$ cat config.mk
export PLATFORM = sky130hd
export DESIGN_NAME = unary_led_clock_controller
export DESIGN_NICKNAME = d
export VERILOG_FILES = /design/src/hdl/ulcc_pkg.sv /design/src/hdl/ulcc_scan.sv /design/src/hdl/ulcc_state.sv /design/src/hdl/unary_led_clock_controller.sv
export VERILOG_INCLUDE_DIRS = /design/src /design/src/hdl
export SDC_FILE = /design/constraint.sdc
export NUM_CORES = 1
export LEC_CHECK = 0
export ABC_AREA = 1
export ABC_CLOCK_PERIOD_IN_PS = 6400
export BUFFER_PORTS_ARGS = -buffer_cell sky130_fd_sc_hd__buf_2
export CORE_ASPECT_RATIO = 0.6
export CORE_MARGIN = 4
export CORE_UTILIZATION = 40
export CTS_BUF_LIST = sky130_fd_sc_hd__clkbuf_16
export CTS_CLUSTER_DIAMETER = 200
export DETAILED_ROUTE_END_ITERATION = 16
export GPL_TIMING_DRIVEN = 0
export SLEW_MARGIN = 10
export SYNTH_ARGS = -nofsm -noshare
export SYNTH_HDL_FRONTEND = slang
export SYNTH_SLANG_ARGS = --single-unit
$ cat constraint.sdc
create_clock -name i_clk -period 6.4 [get_ports i_clk]
set_input_delay 0.32 -clock i_clk [delete_from_list [all_inputs] [get_ports i_clk]]
set_output_delay 0.32 -clock i_clk [all_outputs]
set_load 0.01 [all_outputs]
$ cat src/hdl/unary_led_clock_controller_assert.svh
// Assertion macros for the clock controller RTL.
// With SYNTH defined every macro expands to nothing.
`ifndef UNARY_LED_CLOCK_CONTROLLER_ASSERT_SVH
`define UNARY_LED_CLOCK_CONTROLLER_ASSERT_SVH

`ifndef SYNTH

// The condition holds at every clock edge outside reset.
`define ULCC_ASSERT_ALWAYS(label, clk, rst_n, cond) \
    label: assert property (@(posedge clk) disable iff (!rst_n) (cond)) \
        else $error("clock controller check failed");

// When the antecedent holds, the consequent holds in the next cycle.
`define ULCC_ASSERT_NEXT(label, clk, rst_n, ante, cons) \
    label: assert property (@(posedge clk) disable iff (!rst_n) (ante) |=> (cons)) \
        else $error("clock controller sequence check failed");

`else

`define ULCC_ASSERT_ALWAYS(label, clk, rst_n, cond)
`define ULCC_ASSERT_NEXT(label, clk, rst_n, ante, cons)

`endif

`endif

$ cat src/hdl/ulcc_pkg.sv
`timescale 1ns / 1ps

package ulcc_pkg;

    // Request codes.
    localparam logic [1:0] REQ_TICK  = 2'd0;
    localparam logic [1:0] REQ_PRESS = 2'd1;
    localparam logic [1:0] REQ_SCAN  = 2'd2;

    // Mode codes.
    localparam logic [1:0] MODE_RUN  = 2'd0;
    localparam logic [1:0] MODE_HOUR = 2'd1;
    localparam logic [1:0] MODE_TENS = 2'd2;
    localparam logic [1:0] MODE_ONES = 2'd3;

    // Configuration register indexes.
    localparam logic [1:0] CFG_AUTO_SLEEP = 2'd0;
    localparam logic [1:0] CFG_DEBOUNCE   = 2'd1;
    localparam logic [1:0] CFG_LONG_PRESS = 2'd2;

    // Configuration reset values.
    localparam logic [7:0] AUTO_SLEEP_RESET = 8'd10;
    localparam logic [7:0] DEBOUNCE_RESET   = 8'd5;
    localparam logic [7:0] LONG_PRESS_RESET = 8'd200;

    localparam logic [3:0] LAST_SLOT = 4'd8;

    typedef struct packed {
        logic [1:0] req_type;
        logic [7:0] press_length;
        logic [3:0] slot;
        logic       blink_phase;
    } t_item;

    typedef struct packed {
        logic [7:0] auto_sleep_seconds;
        logic [7:0] debounce_min;
        logic [7:0] long_press_min;
    } t_cfg;

    // Display state as seen by the scan decoder.
    typedef struct packed {
        logic       hour_tens_lit;
        logic [8:0] hour_mask;
        logic [5:0] minute_tens_mask;
        logic [8:0] minute_ones_mask;
        logic       asleep;
        logic [1:0] set_mode;
    } t_disp;

    // Status after the current item.
    typedef struct packed {
        logic       asleep;
        logic [1:0] set_mode;
    } t_status;

    typedef struct packed {
        logic [7:0] port1_level;
        logic [7:0] port2_level;
        logic [7:0] port1_drive;
        logic [7:0] port2_drive;
        logic [3:0] dwell;
    } t_scan;

    // Charlieplex tables: {port1 level, port2 level, port1 drive, port2 drive}.
    function automatic logic [31:0] hour_entry(input logic [3:0] idx);
        logic [31:0] e;
        unique case (idx)
            4'd0:    e = 32'h40_00_40_20;
            4'd1:    e = 32'h00_10_00_30;
            4'd2:    e = 32'h00_08_00_0C;
            4'd3:    e = 32'h00_20_00_30;
            4'd4:    e = 32'h00_08_00_18;
            4'd5:    e = 32'h00_20_40_20;
            4'd6:    e = 32'h40_00_C0_00;
            4'd7:    e = 32'h00_10_00_18;
            4'd8:    e = 32'h00_04_00_0C;
            default: e = 32'h0;
        endcase
        return e;
    endfunction

    function automatic logic [31:0] tens_entry(input logic [2:0] idx);
        logic [31:0] e;
        unique case (idx)
            3'd0:    e = 32'h02_00_06_00;
            3'd1:    e = 32'h01_00_03_00;
            3'd2:    e = 32'h04_00_0C_00;
            3'd3:    e = 32'h08_00_0C_00;
            3'd4:    e = 32'h10_00_18_00;
            3'd5:    e = 32'h04_00_06_00;
            default: e = 32'h0;
        endcase
        return e;
    endfunction

    function automatic logic [31:0] ones_entry(input logic [3:0] idx);
        logic [31:0] e;
        unique case (idx)
            4'd0:    e = 32'h20_00_20_01;
            4'd1:    e = 32'h00_02_00_06;
            4'd2:    e = 32'h00_01_00_03;
            4'd3:    e = 32'h10_00_30_00;
            4'd4:    e = 32'h00_01_20_01;
            4'd5:    e = 32'h00_04_00_06;
            4'd6:    e = 32'h20_00_30_00;
            4'd7:    e = 32'h00_02_00_03;
            4'd8:    e = 32'h08_00_18_00;
            default: e = 32'h0;
        endcase
        return e;
    endfunction

endpackage

$ cat src/hdl/ulcc_scan.sv
`timescale 1ns / 1ps

module ulcc_scan (
    input  logic [3:0]     i_slot,
    input  logic           i_blink_phase,
    input  ulcc_pkg::t_disp i_disp,
    output ulcc_pkg::t_scan o_scan
);
    import ulcc_pkg::*;

    logic        show_hour;
    logic        show_tens;
    logic        show_ones;
    logic [31:0] acc;
    logic [3:0]  dwell;

    assign show_hour = (i_disp.set_mode == MODE_RUN)
                     || (i_blink_phase && i_disp.set_mode == MODE_HOUR);
    assign show_tens = (i_disp.set_mode == MODE_RUN)
                     || (i_blink_phase && i_disp.set_mode == MODE_TENS);
    assign show_ones = (i_disp.set_mode == MODE_RUN)
                     || (i_blink_phase && i_disp.set_mode == MODE_ONES);

    always_comb begin
        acc   = 32'h0;
        dwell = 4'd0;
        if (!i_disp.asleep && i_slot <= LAST_SLOT) begin
            // The hour tens lamp sits on the first three slots.
            if (show_hour && i_disp.hour_tens_lit && i_slot < 4'd3) begin
                acc = 32'h80_00_C0_00;
            end
            if (show_hour && i_disp.hour_mask[i_slot]) begin
                acc   = acc | hour_entry(i_slot);
                dwell = dwell + 4'd3;
            end
            if (i_slot < 4'd6 && show_tens && i_disp.minute_tens_mask[i_slot[2:0]]) begin
                acc   = acc | tens_entry(i_slot[2:0]);
                dwell = dwell + 4'd3;
            end
            if (show_ones && i_disp.minute_ones_mask[i_slot]) begin
                acc   = acc | ones_entry(i_slot);
                dwell = dwell + 4'd3;
            end
        end
    end

    assign o_scan.port1_level = acc[31:24];
    assign o_scan.port2_level = acc[23:16];
    assign o_scan.port1_drive = acc[15:8];
    assign o_scan.port2_drive = acc[7:0];
    assign o_scan.dwell       = dwell;

endmodule

$ cat src/hdl/ulcc_state.sv
`timescale 1ns / 1ps

module ulcc_state (
    input  logic              i_clk,
    input  logic              i_rst_n,
    input  logic              i_fire,
    input  ulcc_pkg::t_item   i_item,
    input  ulcc_pkg::t_cfg    i_cfg,
    output ulcc_pkg::t_disp   o_disp,
    output ulcc_pkg::t_status o_next
);
    import ulcc_pkg::*;

    // Time of day is kept as digits, so no division is needed to show it.
    logic [5:0] r_second, n_second;
    logic [3:0] r_hour, n_hour;
    logic [2:0] r_tens, n_tens;
    logic [3:0] r_ones, n_ones;
    logic [7:0] r_countdown, n_countdown;
    t_disp      r_disp, n_disp;

    function automatic logic [8:0] unary9(input logic [3:0] n);
        logic [9:0] v;
        v = (10'd1 << n) - 10'd1;
        return v[8:0];
    endfunction

    function automatic logic [5:0] unary6(input logic [2:0] n);
        logic [6:0] v;
        v = (7'd1 << n) - 7'd1;
        return v[5:0];
    endfunction

    always_comb begin
        logic       rebuild;
        logic [3:0] hour_digit;
        n_second    = r_second;
        n_hour      = r_hour;
        n_tens      = r_tens;
        n_ones      = r_ones;
        n_countdown = r_countdown;
        n_disp      = r_disp;
        rebuild     = 1'b0;
        hour_digit  = 4'd0;
        if (i_fire) begin
            unique case (i_item.req_type)
                REQ_TICK: begin
                    if (r_second == 6'd59) begin
                        n_second = 6'd0;
                        rebuild  = 1'b1;
                        if (r_ones != 4'd9) begin
                            n_ones = r_ones + 4'd1;
                        end else begin
                            n_ones = 4'd0;
                            if (r_tens != 3'd5) begin
                                n_tens = r_tens + 3'd1;
                            end else begin
                                n_tens = 3'd0;
                                n_hour = (r_hour == 4'd11) ? 4'd0 : r_hour + 4'd1;
                            end
                        end
                    end else begin
                        n_second = r_second + 6'd1;
                        if (r_disp.set_mode == MODE_RUN && !r_disp.asleep) begin
                            n_disp.hour_mask = {r_disp.hour_mask[7:0], r_disp.hour_mask[8]};
                            n_disp.minute_tens_mask = {r_disp.minute_tens_mask[4:0],
                                                       r_disp.minute_tens_mask[5]};
                            n_disp.minute_ones_mask = {r_disp.minute_ones_mask[7:0],
                                                       r_disp.minute_ones_mask[8]};
                            if (r_countdown != 8'd0) begin
                                n_countdown = r_countdown - 8'd1;
                            end else begin
                                n_disp.asleep = 1'b1;
                            end
                        end
                    end
                end
                REQ_PRESS: begin
                    priority if (r_disp.asleep) begin
                        // Any release only wakes the display.
                        n_disp.asleep = 1'b0;
                        n_countdown   = i_cfg.auto_sleep_seconds;
                        rebuild       = 1'b1;
                    end else if (i_item.press_length <= i_cfg.debounce_min) begin
                        n_countdown = r_countdown;
                    end else if (i_item.press_length > i_cfg.long_press_min) begin
                        n_disp.set_mode = r_disp.set_mode + 2'd1;
                        n_countdown     = i_cfg.auto_sleep_seconds;
                    end else begin
                        unique case (r_disp.set_mode)
                            MODE_RUN: begin
                                n_countdown = r_countdown + i_cfg.auto_sleep_seconds;
                            end
                            MODE_HOUR: begin
                                n_hour  = (r_hour == 4'd11) ? 4'd0 : r_hour + 4'd1;
                                rebuild = 1'b1;
                            end
                            MODE_TENS: begin
                                n_tens  = (r_tens == 3'd5) ? 3'd0 : r_tens + 3'd1;
                                rebuild = 1'b1;
                            end
                            MODE_ONES: begin
                                n_ones  = (r_ones == 4'd9) ? 4'd0 : r_ones + 4'd1;
                                rebuild = 1'b1;
                            end
                        endcase
                    end
                end
                default: begin
                    // Scans and the unused code leave the state alone.
                    n_second = r_second;
                end
            endcase
        end
        if (rebuild) begin
            // Hour zero reads as twelve: tens lamp plus two.
            if (n_hour == 4'd0) begin
                hour_digit = 4'd2;
            end else if (n_hour >= 4'd10) begin
                hour_digit = n_hour - 4'd10;
            end else begin
                hour_digit = n_hour;
            end
            n_disp.hour_tens_lit    = (n_hour >= 4'd10) || (n_hour == 4'd0);
            n_disp.hour_mask        = unary9(hour_digit);
            n_disp.minute_tens_mask = unary6(n_tens);
            n_disp.minute_ones_mask = unary9(n_ones);
        end
    end

    always_ff @(posedge i_clk) begin
        if (!i_rst_n) begin
            r_second                <= 6'd30;
            r_hour                  <= 4'd4;
            r_tens                  <= 3'd5;
            r_ones                  <= 4'd3;
            r_countdown             <= AUTO_SLEEP_RESET;
            r_disp.hour_tens_lit    <= 1'b0;
            r_disp.hour_mask        <= 9'h00F;
            r_disp.minute_tens_mask <= 6'h1F;
            r_disp.minute_ones_mask <= 9'h007;
            r_disp.asleep           <= 1'b0;
            r_disp.set_mode         <= MODE_RUN;
        end else begin
            r_second    <= n_second;
            r_hour      <= n_hour;
            r_tens      <= n_tens;
            r_ones      <= n_ones;
            r_countdown <= n_countdown;
            r_disp      <= n_disp;
        end
    end

    assign o_disp          = r_disp;
    assign o_next.asleep   = n_disp.asleep;
    assign o_next.set_mode = n_disp.set_mode;

endmodule

$ cat src/hdl/unary_led_clock_controller.sv
`timescale 1ns / 1ps

// Channel  | Direction | Handshake           | Payload
// input    | in        | i_valid / o_ready   | req_type, press_length, slot, blink_phase
// result   | out       | o_valid / i_ready   | port levels, drives, dwell, sleeping, mode
// config   | in        | i_cfg_we            | i_cfg_index, i_cfg_data
//
// A result passes from the input register to the result register. The item
// sits in the input register while the step logic works on it, and the
// result register loads when the step logic fires.
// One item is accepted per cycle while the result side keeps up; the single
// state update per cycle sets that figure.
// Reset is synchronous and active low; it restores the time to 4:53:30, run
// mode, awake, and the configuration registers to their defaults.
// A stalled result holds the result register, and the input register then
// holds one more item before o_ready drops.

module unary_led_clock_controller (
    input  logic       i_clk,
    input  logic       i_rst_n,
    // Configuration write port
    input  logic       i_cfg_we,
    input  logic [1:0] i_cfg_index,
    input  logic [7:0] i_cfg_data,
    // Input items
    input  logic       i_valid,
    output logic       o_ready,
    input  logic [1:0] i_req_type,
    input  logic [7:0] i_press_length,
    input  logic [3:0] i_slot,
    input  logic       i_blink_phase,
    // Result items
    output logic       o_valid,
    input  logic       i_ready,
    output logic [7:0] o_port1_level,
    output logic [7:0] o_port2_level,
    output logic [7:0] o_port1_drive,
    output logic [7:0] o_port2_drive,
    output logic [3:0] o_dwell,
    output logic       o_sleeping,
    output logic [1:0] o_current_mode
);
    import ulcc_pkg::*;

    `include "unary_led_clock_controller_assert.svh"

    // Configuration registers. Writes must arrive only while the block is idle; the block does not enforce this.
    t_cfg    r_cfg;

    // Input register: one item waiting for the step logic.
    logic    r_in_valid;
    t_item   r_in;

    // Result register.
    logic    r_out_valid;
    t_scan   r_out;
    t_status r_out_status;

    logic    fire;
    t_disp   disp;
    t_status next_status;
    t_scan   scan;
    t_scan   result;

    // The step logic runs when an item waits and the result register is free
    // or is emptied in this cycle.
    assign fire    = r_in_valid && (!r_out_valid || i_ready);
    assign o_ready = !r_in_valid || fire;

    always_ff @(posedge i_clk) begin
        if (!i_rst_n) begin
            r_cfg.auto_sleep_seconds <= AUTO_SLEEP_RESET;
            r_cfg.debounce_min       <= DEBOUNCE_RESET;
            r_cfg.long_press_min     <= LONG_PRESS_RESET;
        end else if (i_cfg_we) begin
            unique case (i_cfg_index)
                CFG_AUTO_SLEEP: r_cfg.auto_sleep_seconds <= i_cfg_data;
                CFG_DEBOUNCE:   r_cfg.debounce_min       <= i_cfg_data;
                CFG_LONG_PRESS: r_cfg.long_press_min     <= i_cfg_data;
                default:        r_cfg                    <= r_cfg;
            endcase
        end
    end

    always_ff @(posedge i_clk) begin
        if (!i_rst_n) begin
            r_in_valid <= 1'b0;
        end else if (o_ready) begin
            r_in_valid <= i_valid;
        end
    end

    always_ff @(posedge i_clk) begin
        if (o_ready && i_valid) begin
            r_in.req_type     <= i_req_type;
            r_in.press_length <= i_press_length;
            r_in.slot         <= i_slot;
            r_in.blink_phase  <= i_blink_phase;
        end
    end

    ulcc_state u_state (
        .i_clk   (i_clk),
        .i_rst_n (i_rst_n),
        .i_fire  (fire),
        .i_item  (r_in),
        .i_cfg   (r_cfg),
        .o_disp  (disp),
        .o_next  (next_status)
    );

    ulcc_scan u_scan (
        .i_slot        (r_in.slot),
        .i_blink_phase (r_in.blink_phase),
        .i_disp        (disp),
        .o_scan        (scan)
    );

    // Only scan items carry port data; every other item reports zeros.
    assign result = (r_in.req_type == REQ_SCAN) ? scan : '0;

    always_ff @(posedge i_clk) begin
        if (!i_rst_n) begin
            r_out_valid <= 1'b0;
        end else if (fire) begin
            r_out_valid <= 1'b1;
        end else if (i_ready) begin
            r_out_valid <= 1'b0;
        end
    end

    always_ff @(posedge i_clk) begin
        if (fire) begin
            r_out        <= result;
            r_out_status <= next_status;
        end
    end

    assign o_valid        = r_out_valid;
    assign o_port1_level  = r_out.port1_level;
    assign o_port2_level  = r_out.port2_level;
    assign o_port1_drive  = r_out.port1_drive;
    assign o_port2_drive  = r_out.port2_drive;
    assign o_dwell        = r_out.dwell;
    assign o_sleeping     = r_out_status.asleep;
    assign o_current_mode = r_out_status.set_mode;

    // Dwell is three per lit group, at most three groups.
    `ULCC_ASSERT_ALWAYS(a_dwell_steps, i_clk, i_rst_n, !r_out_valid || r_out.dwell == 4'd0 || r_out.dwell == 4'd3 || r_out.dwell == 4'd6 || r_out.dwell == 4'd9)

    // A sleeping display never drives a lamp.
    `ULCC_ASSERT_ALWAYS(a_sleep_dark, i_clk, i_rst_n, !(r_out_valid && r_out_status.asleep) || (r_out.port1_drive == 8'd0 && r_out.port2_drive == 8'd0 && r_out.dwell == 4'd0))

    // Back-pressure on the input side only comes from a full input register behind a stalled result.
    `ULCC_ASSERT_ALWAYS(a_ready_cause, i_clk, i_rst_n, o_ready || (r_in_valid && r_out_valid && !i_ready))

    // A result that is not taken stays in the result register.
    `ULCC_ASSERT_NEXT(a_result_kept, i_clk, i_rst_n, r_out_valid && !i_ready, r_out_valid)

endmodule
==> out/metrics.yaml, run 1 <==
outcome:
  outcome: "complete, no violations"
synth:
  synthCells: 1030
  yosys_register_bits: 146
  postSynthAreaPerCell_um2: 7.93
  seq_area_frac_synth: 0.418
  synth_area_um2: 8170
  ys_warn_count: 0
  yosysUniqueCellTypes: 56
clocking:
  cts.clk_slew.worst_paths_ps: 70
  post_cts_buffers: 0
  cts_resized: 0
  cts_hold_buf: 0
  clk_path_buf_depth: 2
  numClockSinks: 146
  cts-root-buf: "clkbuf_16"
  insertion_delay_ps: 440
  cts_made_buffers: 17
  cts_tree: "built"
  htreeDepth: 4
power:
  power_leakage_nw: 4.17
  ir_drop_v: 0.000188
  p_per_area_nw_per_um2: 251
cells_and_area:
  fin_area_um2: 9450
  num-fill-cells: 2004
  final_cell_mix: "nand2_1, inv_1, dfxtp_1"
  n_antenna_cell: 0
  area_growth_pct: 15.6
  mostFrequentLayoutCell: "nand2_1"
  layout.nets: 1193
  drive_gt1_frac: 0.177
  utilization: 0.472
timing:
  fin_tns_setup_ps: 0
  tightest_slew_ps: 827
  rsz0062_at_grt: "no"
  period_share: 0.524
  period_needed_ps: 3350
  fmax_mhz: 298
  drv_slew: 0
  finalHoldViolations: 0
  setup_viol: 0
  relSlewSlack: 0.448
  finClkSkew_ps: 11.5
die:
  io_pins: 71
  fp.dieH_um: 119
  dieWidth_um: 192
  fp.coreArea_um2: 20000
  start_util: 0.408
  dieArea_um2: 22800
  rows: 40
global_route:
  grt_pass1_vias: 6588
  grt_pass1_wl_mm: 36.2
  grt_max_degree: 43
  grt_usage: 0.203
  grt_overflow: 0
  antenna_found_initial: 0
drt:
  via_per_inst: 5.19
  wl_per_cell_um: 16.1
  drtIter0Drc: 761
  drtAntennaViolNets: 0
  drc: 0
  firstDrtPassIters: 5
  drt-total-wl_mm: 22.5
  vias: 7286
hold_path:
  hold_path_class: "in2reg"
place:
  place.gp.congestion: 0.922
  place_hpwl_mm: 17.3
  port_buffers: 66
  placed_area_um2: 8850
run:
  cap_violations: 0
critical_path:
  crit_type: "reg2reg"
  critPathCaptureType: "flop"
  start_kind: "flop"
  worstPathArrival_ps: 3730
  rrSetupSlack_ps: 3050
  cp.required_ps: 6780
  crit_path_max_fanout: 8
[power breakdown]
group,internal (mW),leakage (nW),switching (mW)
logic,0.104,2.60,0.218
clock network,0.556,0.291,0.462
registers,1.00,1.28,0.0259
total,1.66,4.17,0.706
[path summary, 6_finish.rpt]
path / from / end / cells after the start
setup / recovery: r_in[10] / u_state.o_disp[26] / 23
hold / removal: i_press_length[5] / r_in[10] / 1
setup reg to reg: r_in[10] / u_state.o_disp[26] / 23
hold reg to reg: r_cfg[14] / r_cfg[14] / 2
[layout make-up]
cell class / instances / area [um^2] / area share
multi-input combinational: 697 / 4020 / 0.426
sequential: 146 / 3410 / 0.361
inverter: 163 / 618 / 0.0654
clock buffer: 17 / 425 / 0.0450
tap: 273 / 342 / 0.0362
timing repair buffer: 66 / 330 / 0.0350
clock inverter: 15 / 168 / 0.0177
buffer: 27 / 129 / 0.0136
[worst max-delay path: stages, from the launching register on]
cell,delay (ps)
edfxtp_1,430
ha_1,310
a21oi_1,180
nor2_1,50
nor2_1,130
nand2_2,130
nand2_4,130
nand2_1,110
o21ai_1,130
nand3_1,90
nand2_1,80
nand2_1,60
nand2_2,180
nor2_2,50
nand2_2,90
inv_2,40
nor2_2,180
nand3_1,110
ha_1,290
inv_1,120
nand4_1,90
nand2_1,90
nand2_1,70
a21oi_1,130
[logic make-up after synthesis]
family | Yosys count | synth area share
AOI/OAI and AO/OA | 244 | 0.179
xor gates and xnor gates | 10 | 0.0107
adders and majority gates | 45 | 0.0698
buffers and inverters | 190 | 0.0913
DFF | 146 | 0.418
other | 1 | 0.000459
and+or+nand+nor | 394 | 0.231
[stage by stage]
step | power, mW | cells | setup WS, ps | hold slack (ps)
floorplan | 1.27 | 1033 | 3330 | 419
global placement | 1.36 | 1372 | 2350 | 448
detailed placement | 1.36 | 1372 | 3120 | 455
CTS | 2.38 | 1404 | 3080 | 35.5
global route | 2.47 | 1404 | 2660 | 31.8
finish | 2.37 | 1404 | 3050 | 52.5
[synthesized netlist by cell type, drive strengths merged]
cell type    n  area [um^2]
nand2      199          827
inv        156          588
nor2       103          499
dfxtp       97         1940
o21ai       92          472
a21oi       86          475
nand3       54          295
edfxtp      49         1470
ha          44          551
nand4       17          143
o211ai      16          120
clkbuf      15         56.3
buf         12         72.6
o22ai       12         75.1
nor3        11         60.1
a31oi        8         65.1
xor2         8         70.1
clkinv       7         28.8
a221oi       6         58.8
o2111ai      5         43.8
a22oi        4         30.0
nor4         4         25.0
a21o         3         22.5
o21bai       3         22.5
a211oi       2         15.0
a32o         2         20.0
o31ai        2         15.0
or2          2         12.5
xnor2        2         17.5
a21boi       1         7.51
and2         1         6.26
conb         1         3.75
fa           1         20.0
nand3b       1         7.51
nor3b        1         7.51
o21a         1         7.51
o221ai       1         8.76
or3          1         6.26
[per-layer routing]
metal  global-route usage  vias to the layer above  share of wire
met2                0.234                      261           0.35
met3               0.0561                       25          0.084
met5                    0                        -              0
li1                     -                     3652              -
met1                0.348                     3348           0.56
met4               0.0472                        0          0.011
No activity file was read; power rests on OpenSTA's default activity.
==> inputs of run 2 (changes only) <==
ABC_CLOCK_PERIOD_IN_PS = 3300   (was 6400)
clock period = 3.3 ns   (was 6.4 ns; I/O delays follow)
==> run 2 against run 1 <==
Worst hold slack worse by 19 ps. Sequential cell count is the same. Via count rose by 2.7%. Critical endpoint is now u_state.o_disp[5]. Routed wire length grew 2.9%. Critical path type unchanged. Worst setup slack worse by 2900 ps.
==> out/metrics.yaml, run 2 (synthesis results as in run 1) <==
outcome:
  outcome: "complete, no violations"  # unchanged
critical_path:
  cp_slowest_stage_delay_ps: 510  # was 430 ps
  cp.required_ps: 3620  # was 6780 ps
  critPathTopFamily: "simple AND/OR/NAND/NOR gates"  # unchanged
  crit_type: "reg2reg"  # unchanged
  crit_top_cell: "nand2_1"  # unchanged
  worstPathArrival_ps: 3520  # was 3730 ps
  critical_path.cell_chain: "ha_4, nand2_1, inv_2, nand2_1, nand2_1, nand2_1, nand2_2, nand2_4, nand2_2, buf_4, nand2_1, nand3_1, nand2_2, a21oi_2, inv_1, buf_2, a31oi_1, o21ai_1"  # was ha_1, a21oi_1, nor2_1, nor2_1, nand2_2, nand2_4, nand2_1, o21ai_1, nand3_1, nand2_1, nand2_1, nand2_2, nor2_2, nand2_2, inv_2, nor2_2, nand3_1, ha_1, inv_1, nand4_1, nand2_1, nand2_1, a21oi_1
  critPathCaptureType: "flop"  # unchanged
  cpMaxStageDelayCell: "edfxtp_1"  # unchanged
  start_kind: "flop"  # unchanged
  crit_path_max_fanout: 10  # was 8
  critical_path_buf_inv_count: 4  # was 2
power:
  p_sw_mw: 1.40  # was 706 uW
  p_per_area_nw_per_um2: 468  # was 251 nW/um^2
  combPwrFrac: 0.150  # was 0.136
  power.internal_mw: 3.27  # was 1.66 mW
  ir_drop_v: 0.000376  # was 0.000188 V
  clkPwrFrac: 0.423  # was 0.430
  power_leakage_nw: 4.38  # was 4.17 nW
  switching_share: 0.300  # was 0.298
  power_frac_seq: 0.427  # was 0.434
drt:
  firstDrtPassIters: 5  # unchanged
  vias: 7486  # was 7286
  drtAntennaViolNets: 0  # unchanged
  drt-total-wl_mm: 23.2  # was 22.5 mm
  drtIter0Drc: 762  # was 761
  wl_per_cell_um: 16.1  # about the same
  via_per_inst: 5.18  # was 5.19
  drc: 0  # unchanged
run:
  cap_violations: 0  # unchanged
cells_and_area:
  area_growth_pct: 22.1  # was 15.6%
  drive_gt1_frac: 0.218  # was 0.177
  mostFrequentLayoutCell: "nand2_1"  # unchanged
  layout.nets: 1233  # was 1193
  n_antenna_cell: 0  # unchanged
  final_cell_mix: "nand2_1, inv_1, dfxtp_1"  # unchanged
  final_cells: 1444  # was 1404
timing:
  period_needed_ps: 3200  # was 3350 ps
  rsz0062_at_grt: "yes"  # was no
  setup_viol: 0  # unchanged
  finalHoldViolations: 0  # unchanged
  drv_slew: 0  # unchanged
  fmax_mhz: 313  # was 298 MHz
  finClkSkew_ps: 11.3  # was 11.5 ps
  tightest_slew_ps: 844  # was 827 ps
  period_share: 0.969  # was 0.524
  holdWs_ps: 33.2  # was 52.5 ps
  relSlewSlack: 0.432  # was 0.448
  fin_tns_setup_ps: 0  # unchanged
global_route:
  grt_overflow: 0  # unchanged
  busiest_layer: "met1"  # unchanged
  grt_usage: 0.204  # was 0.203
  antenna_found_initial: 0  # unchanged
  grt_pass1_vias: 6648  # was 6588
  grt_max_degree: 43  # unchanged
  grtUsageMet3: 0.0555  # was 0.0561
  grt_use_met1: 0.349  # was 0.348
  met2_usage: 0.239  # was 0.234
  grt_pass1_wl_mm: 36.5  # was 36.2 mm
clocking:
  cts_tree: "built"  # unchanged
  cts_made_buffers: 17  # unchanged
  cts-root-buf: "clkbuf_16"  # unchanged
  cts.clk_slew.worst_paths_ps: 70  # about the same
  htreeDepth: 4  # unchanged
  clk_path_buf_depth: 2  # unchanged
  numClockSinks: 146  # unchanged
  insertion_delay_ps: 440  # about the same
place:
  port_buffers: 66  # unchanged
  placed_cells: 1372  # unchanged
  place.gp.congestion: 0.922  # unchanged
  place_hpwl_mm: 17.3  # unchanged
die:
  fp.coreArea_um2: 20000  # unchanged
  dieArea_um2: 22800  # unchanged
  rows: 40  # unchanged
  fp.dieH_um: 119  # unchanged
  start_util: 0.408  # unchanged
  dieWidth_um: 192  # unchanged
  io_pins: 71  # unchanged
hold_path:
  hold_path_class: "in2reg"  # unchanged
==> run 2: per-layer routing <==
layer	part of all wire	vias to the layer above
met3	0.077	22
met5	0	-
met2	0.36	251
li1	-	3726
met1	0.55	3487
met4	0.0099	0
==> run 2: cell type report <==
type / count / area [um^2]
Sequential cell: 146 / 3410
Buffer: 27 / 129
Tap cell: 273 / 342
Inverter: 163 / 623
Clock inverter: 15 / 168
Fill cell: 1957 / 10000
Multi-Input combinational cell: 697 / 4210
Clock buffer: 17 / 425
Timing Repair Buffer: 106 / 671
==> run 2: per-stage QoR <==
stage          utilization  setup slack (ps)  power, mW  cell area [um^2]
6_report             0.498               103       4.66              9980
5_1_grt              0.498             -67.8       4.88              9980
4_1_cts              0.480             0.379       4.63              9610
3_5_place_dp         0.442              21.1       2.64              8850
3_3_place_gp         0.442              -647       2.64              8850
2_1_floorplan            -               231       2.46              8180
==> run 2: worst paths after layout <==
| check | start | end | slack, ps | cells after the start |
|---|---|---|---|---|
| min | i_cfg_data[0] | r_cfg[8] | 30 | 3 |
| max | r_in[8] | u_state.o_disp[5] | 100 | 18 |
| max reg2reg | r_in[8] | u_state.o_disp[5] | 100 | 18 |
| min reg2reg | r_cfg[14] | r_cfg[14] | 460 | 2 |
==> run 2: power by group through the flow <==
| stage | Sequential (mW) | Clock [mW] | Combinational, mW |
|---|---|---|---|
| 3_3_place_gp | 2.03 | 0 | 0.606 |
| 4_1_cts | 1.99 | 2.01 | 0.632 |
| 6_report | 1.99 | 1.98 | 0.698 |
| 2_1_floorplan | 2.02 | 0 | 0.437 |
| 5_1_grt | 2.00 | 2.10 | 0.780 |
| 3_5_place_dp | 2.03 | 0 | 0.612 |
==> run 2: timing repair <==
item,CTS,global route
endpoints found under the setup margin,1,11
hold buffers,16,0
buffers inserted,0,24
endpoints found under the hold margin,16,0
cloned,0,0
resized for setup,1,42
pin swaps,0,29
==> run 2: worst reg2reg max path, cell delays in order (launching register included) <==
cell and delay [ps]:
edfxtp_1 510, ha_4 320, nand2_1 60, inv_2 80
nand2_1 60, nand2_1 60, nand2_1 60, nand2_2 130
nand2_4 120, nand2_2 90, buf_4 110, nand2_1 60
nand3_1 130, nand2_2 190, a21oi_2 340, inv_1 220
buf_2 250, a31oi_1 220, o21ai_1 80
